## src/sv/npps_pkg.sv

```systemverilog
// Shared constants and controller/datapath interface types for the nearest path point search.
`default_nettype none

package npps_pkg;

   localparam int PATH_DEPTH_DEFAULT  = 1024;
   localparam int COORD_WIDTH_DEFAULT = 16;

   localparam int PATH_LEN_W = 11;
   localparam int REQ_IDX_W  = 10;
   localparam int RSP_IDX_W  = 10;
   localparam int CSR_DATA_W = 32;
   localparam int CSR_ADDR_W = 3;

   localparam logic OP_LOAD  = 1'b0;
   localparam logic OP_QUERY = 1'b1;

   localparam logic REG_PATH_LENGTH = 1'b0;

   typedef struct packed {
      logic load;
      logic capture;
      logic issue;
   } npps_cmd_type;

   typedef struct packed {
      logic len_zero;
      logic last_issue;
      logic pipe_empty;
   } npps_status_type;

endpackage

`default_nettype wire

```

## src/sv/npps_ctrl.sv

```systemverilog
// Controller state machine that sequences loads, the store scan and the result strobe.
`default_nettype none

module npps_ctrl import npps_pkg::*; (
   input  wire logic            clock,
   input  wire logic            reset,
   input  wire logic            start,
   input  wire logic            operation,
   input  wire npps_status_type status,
   output logic                 busy,
   output logic                 rsp_valid,
   output npps_cmd_type         cmd
);

   typedef enum logic [3:0] {
      S_IDLE  = 4'b0001,
      S_SCAN  = 4'b0010,
      S_DRAIN = 4'b0100,
      S_REPLY = 4'b1000
   } state_type;

   state_type state_ff;
   state_type state_in;
   logic      accept;

   assign busy      = (state_ff != S_IDLE);
   assign rsp_valid = (state_ff == S_REPLY);
   assign accept    = start && !busy;

   always_comb begin
      state_in    = state_ff;
      cmd.load    = 1'b0;
      cmd.capture = 1'b0;
      cmd.issue   = 1'b0;
      case (state_ff)
         S_IDLE: begin
            if (accept) begin
               if (operation == OP_LOAD) begin
                  cmd.load = 1'b1;
               end else begin
                  cmd.capture = 1'b1;
                  state_in    = status.len_zero ? S_REPLY : S_SCAN;
               end
            end
         end
         S_SCAN: begin
            cmd.issue = 1'b1;
            if (status.last_issue) begin
               state_in = S_DRAIN;
            end
         end
         S_DRAIN: begin
            if (status.pipe_empty) begin
               state_in = S_REPLY;
            end
         end
         S_REPLY: begin
            state_in = S_IDLE;
         end
         default: begin
            state_in = S_IDLE;
         end
      endcase
   end

   always_ff @(posedge clock) begin
      if (reset) begin
         state_ff <= S_IDLE;
      end else begin
         state_ff <= state_in;
      end
   end

   a_reply_single: assert property (@(posedge clock) disable iff (reset)
      rsp_valid |=> !rsp_valid)
      else $error("result strobe lasted more than one cycle");

   a_reply_after_drain: assert property (@(posedge clock) disable iff (reset)
      rsp_valid |-> status.pipe_empty)
      else $error("result strobed while the distance pipeline still held entries");

endmodule

`default_nettype wire

```

## config.mk

```make
export PLATFORM = sky130hd
export DESIGN_NAME = npps_ctrl
export DESIGN_NICKNAME = d
export VERILOG_FILES = /design/src/sv/npps_pkg.sv /design/src/sv/npps_ctrl.sv
export SDC_FILE = /design/constraint.sdc
export NUM_CORES = 1
export LEC_CHECK = 0
export ABC_AREA = 1
export BUFFER_PORTS_ARGS = -buffer_cell sky130_fd_sc_hd__buf_2
export CORE_AREA = 3 3 40 42
export CTS_CLUSTER_SIZE = 14
export DETAILED_ROUTE_END_ITERATION = 6
export DIE_AREA = 0 0 43 45
export GPL_TIMING_DRIVEN = 0
export MAX_ROUTING_LAYER = met4
export PLACE_DENSITY = 0.43
export SYNTH_ARGS = -nofsm -noshare
export SYNTH_HDL_FRONTEND = slang
export SYNTH_SLANG_ARGS = --single-unit
```

## constraint.sdc

```tcl
create_clock -name clock -period 1.01 [get_ports clock]
set_input_delay 0.303 -clock clock [delete_from_list [all_inputs] [get_ports clock]]
set_output_delay 0.303 -clock clock [all_outputs]
set_load 0.01 [all_outputs]
```

==> results.cfg <==
[clocking]
tritoncts = done
cts_root_buf = clkbuf_4
h-tree-depth = 1
cts_max_path_buffers = 2
clock-sinks = 4
path_clk_slew_ns = 0.03
cts_made_buffers = 3
cts_hold_buffers = 0
clkLatencyLatePin_ns = 0.23

[pwr]
powerDensity_nw_per_um2 = 3751
leakage_nw = 0.2760
vdd_drop_max_v = 0.001216
finalPower_mw = 2.013

[synth]
yosysUniqueCellTypes = 13
syn-num-nets = 49
netlist_instances = 42
synth.area.mux_share_pct = 0
syn_area_per_cell_um2 = 6.882
ys_ff_latch = 4
yosysTopAreaCell = dfxtp_1
ys_seq_area_share_pct = 27.71
synthFlopType = dfxtp_1
synth_fa_ha_area_share_pct = 0
synth_top_area_share_pct = 27.71
ys_warn_count = 0
synth_compound_area_share_pct = 0
synth-simple-area-share_pct = 61.90
synth_edf_count = 0
yosys-top-cells-area = dfxtp_1 (28%), nor2_4 (12%), nand3_2 (10%)
ys_async_sr_fraction_pct = 0
netlist_area_um2 = 289.0
synthXorXnorAreaFrac_pct = 0
synth_top_family_by_area = simple AND/OR/NAND/NOR gates
synth_common_cells = nand2_1 (7), nor2_1 (7), inv_1 (6)

[sta]
slew_headroom_pct = 87.46
period_minus_slack_ns = 1.427
finClkSkew_ns = 0.0004882
finalWorstSetupSlack_ns = -0.4166
fin_tns_setup_ns = -2.318
drv_slew = 0
tightest_slew_ns = 0.1877
setup_viol = 9
rsz0062_at_grt = yes
timing.fmax_ghz = 0.7010
whs_ns = 0.2478
finalHoldViolCount = 0
fin_crit_sh_pct = 141.3

[placed_design]
place_inst = 68
io_buffers = 11
dp_hpwl_um = 511.8
place_congestion = 0.6963
dpl_cell_area_um2 = 392.9

[floorplanning]
die_y_um = 45
core_area_um2 = 1285
ios = 12
die_area_um2 = 1935
initial_utilization_pct = 22.49
die_x_um = 43
rows = 13

[routing]
post-route-drc-count = 0
drt_iter0_markers = 7
via_count = 348
ant_nets = 0
routed_via_density = 4.296
wl_per_cell_um = 9.000
drt_first_pass_iters = 4
totalWireLength_um = 729

[layout]
reg_top3 = state_ff: 4 flops
final_cells = 81
postLayoutCellArea_um2 = 536.8
fillers = 127
nets = 75
area_growth_pct = 85.71
drive_above_1_share_pct = 65.15
diodes = 0
regMostFlops = state_ff
largest_reg_flops = 4

[critical_path]
cp_slowest_cell = dfxtp_4
start_kind = register
worstPathMaxFanout = 4
criticalPathCategory = reg2out
required_ns = 0.71
cpMostUsedCell = nor2_4
cpPeakStageDelay_ns = 0.35
path_cells = nor2_4 -> nand2_4 -> buf_4 -> nor2_4 -> buf_6
end_kind = output pin
worstPathArrival_ns = 1.12

[global_route]
grt_pass1_vias = 329
grt_pass1_wl_um = 1304
antenna_found_initial = 0
grt_use_total_pct = 9.597
grt_start_max_net_pins = 5
grt_overflow = 0

[worst_hold_path]
hold_class = in2reg

[run]
drv_cap = 0

[status]
status = finished with violations
violations = negative setup slack
[cell usage in the layout, fill, tap and decap left out, drive strengths merged]
cell type   n
nand3b      1
nand2       8
nand3       8
buf        21
nor3        1
dfxtp       4
nor2       11
nor3b       1
inv         8
clkbuf      3
[what timing repair did]
action                                  4_1_cts  5_1_grt
resized for setup                            10        1
setup buffers                                 9        1
endpoints found under the setup margin        6        9
pin swaps                                     6        5
[kinds of logic after synthesis]
| group | Yosys count |
|---|---|
| and+or+nand+nor | 30 |
| buffers and inverters | 8 |
| DFF | 4 |
[routing by layer]
metal  wire [um]  share of wire, %  vias to the layer above  track usage, %
met5           0                 0                        -               -
met4          15               2.1                        0           9.036
met3          61               8.4                        2           1.594
met1         262                36                      150           9.615
met2         389                53                       17           15.87
li1            -                 -                      179               -
[final timing paths]
kind / depth (start not counted) / slack [ns] / endpoint / startpoint
worst max-delay path: 5 / -0.42 / cmd[1] / state_ff[2]$_SDFFE_PP0P_
worst min-delay path: 2 / 0.25 / state_ff[3]$_SDFFE_PP0P_ / reset
worst max register to register: 8 / -0.18 / state_ff[2]$_SDFFE_PP0P_ / state_ff[2]$_SDFFE_PP0P_
worst min register to register: 4 / 0.60 / state_ff[2]$_SDFFE_PP0P_ / state_ff[2]$_SDFFE_PP0P_
[worst max-delay path, delay by kind of cell (launching register included)]
family | cells | cell delay, ns
buf+inv | 2 | 0.24
flops | 1 | 0.35
simple gates | 3 | 0.30
[through the flow]
stage	setup slack [ns]	util (%)
global placement	-0.2182	30.57
detailed placement	-0.2228	30.57
floorplan	-0.1016	-
CTS	-0.4167	40.90
finish	-0.4166	41.77
global route	-0.4763	41.77
[report_power, final]
part | switching [mW] | internal, mW
clock network | 0.0573 | 0.132
logic | 0.710 | 0.769
registers | 0.0877 | 0.257
total | 0.855 | 1.16
[final cells by class]
type / count / area (um^2) / share of cell area (%)
Clock buffer: 3 / 22.52 / 4.196
Inverter: 8 / 30.03 / 5.594
Multi-Input combinational cell: 30 / 225.2 / 41.96
Sequential cell: 4 / 90.09 / 16.78
Tap cell: 15 / 18.77 / 3.497
Timing Repair Buffer: 21 / 150.1 / 27.97
Note: power is estimated with default switching activity, not from simulation.
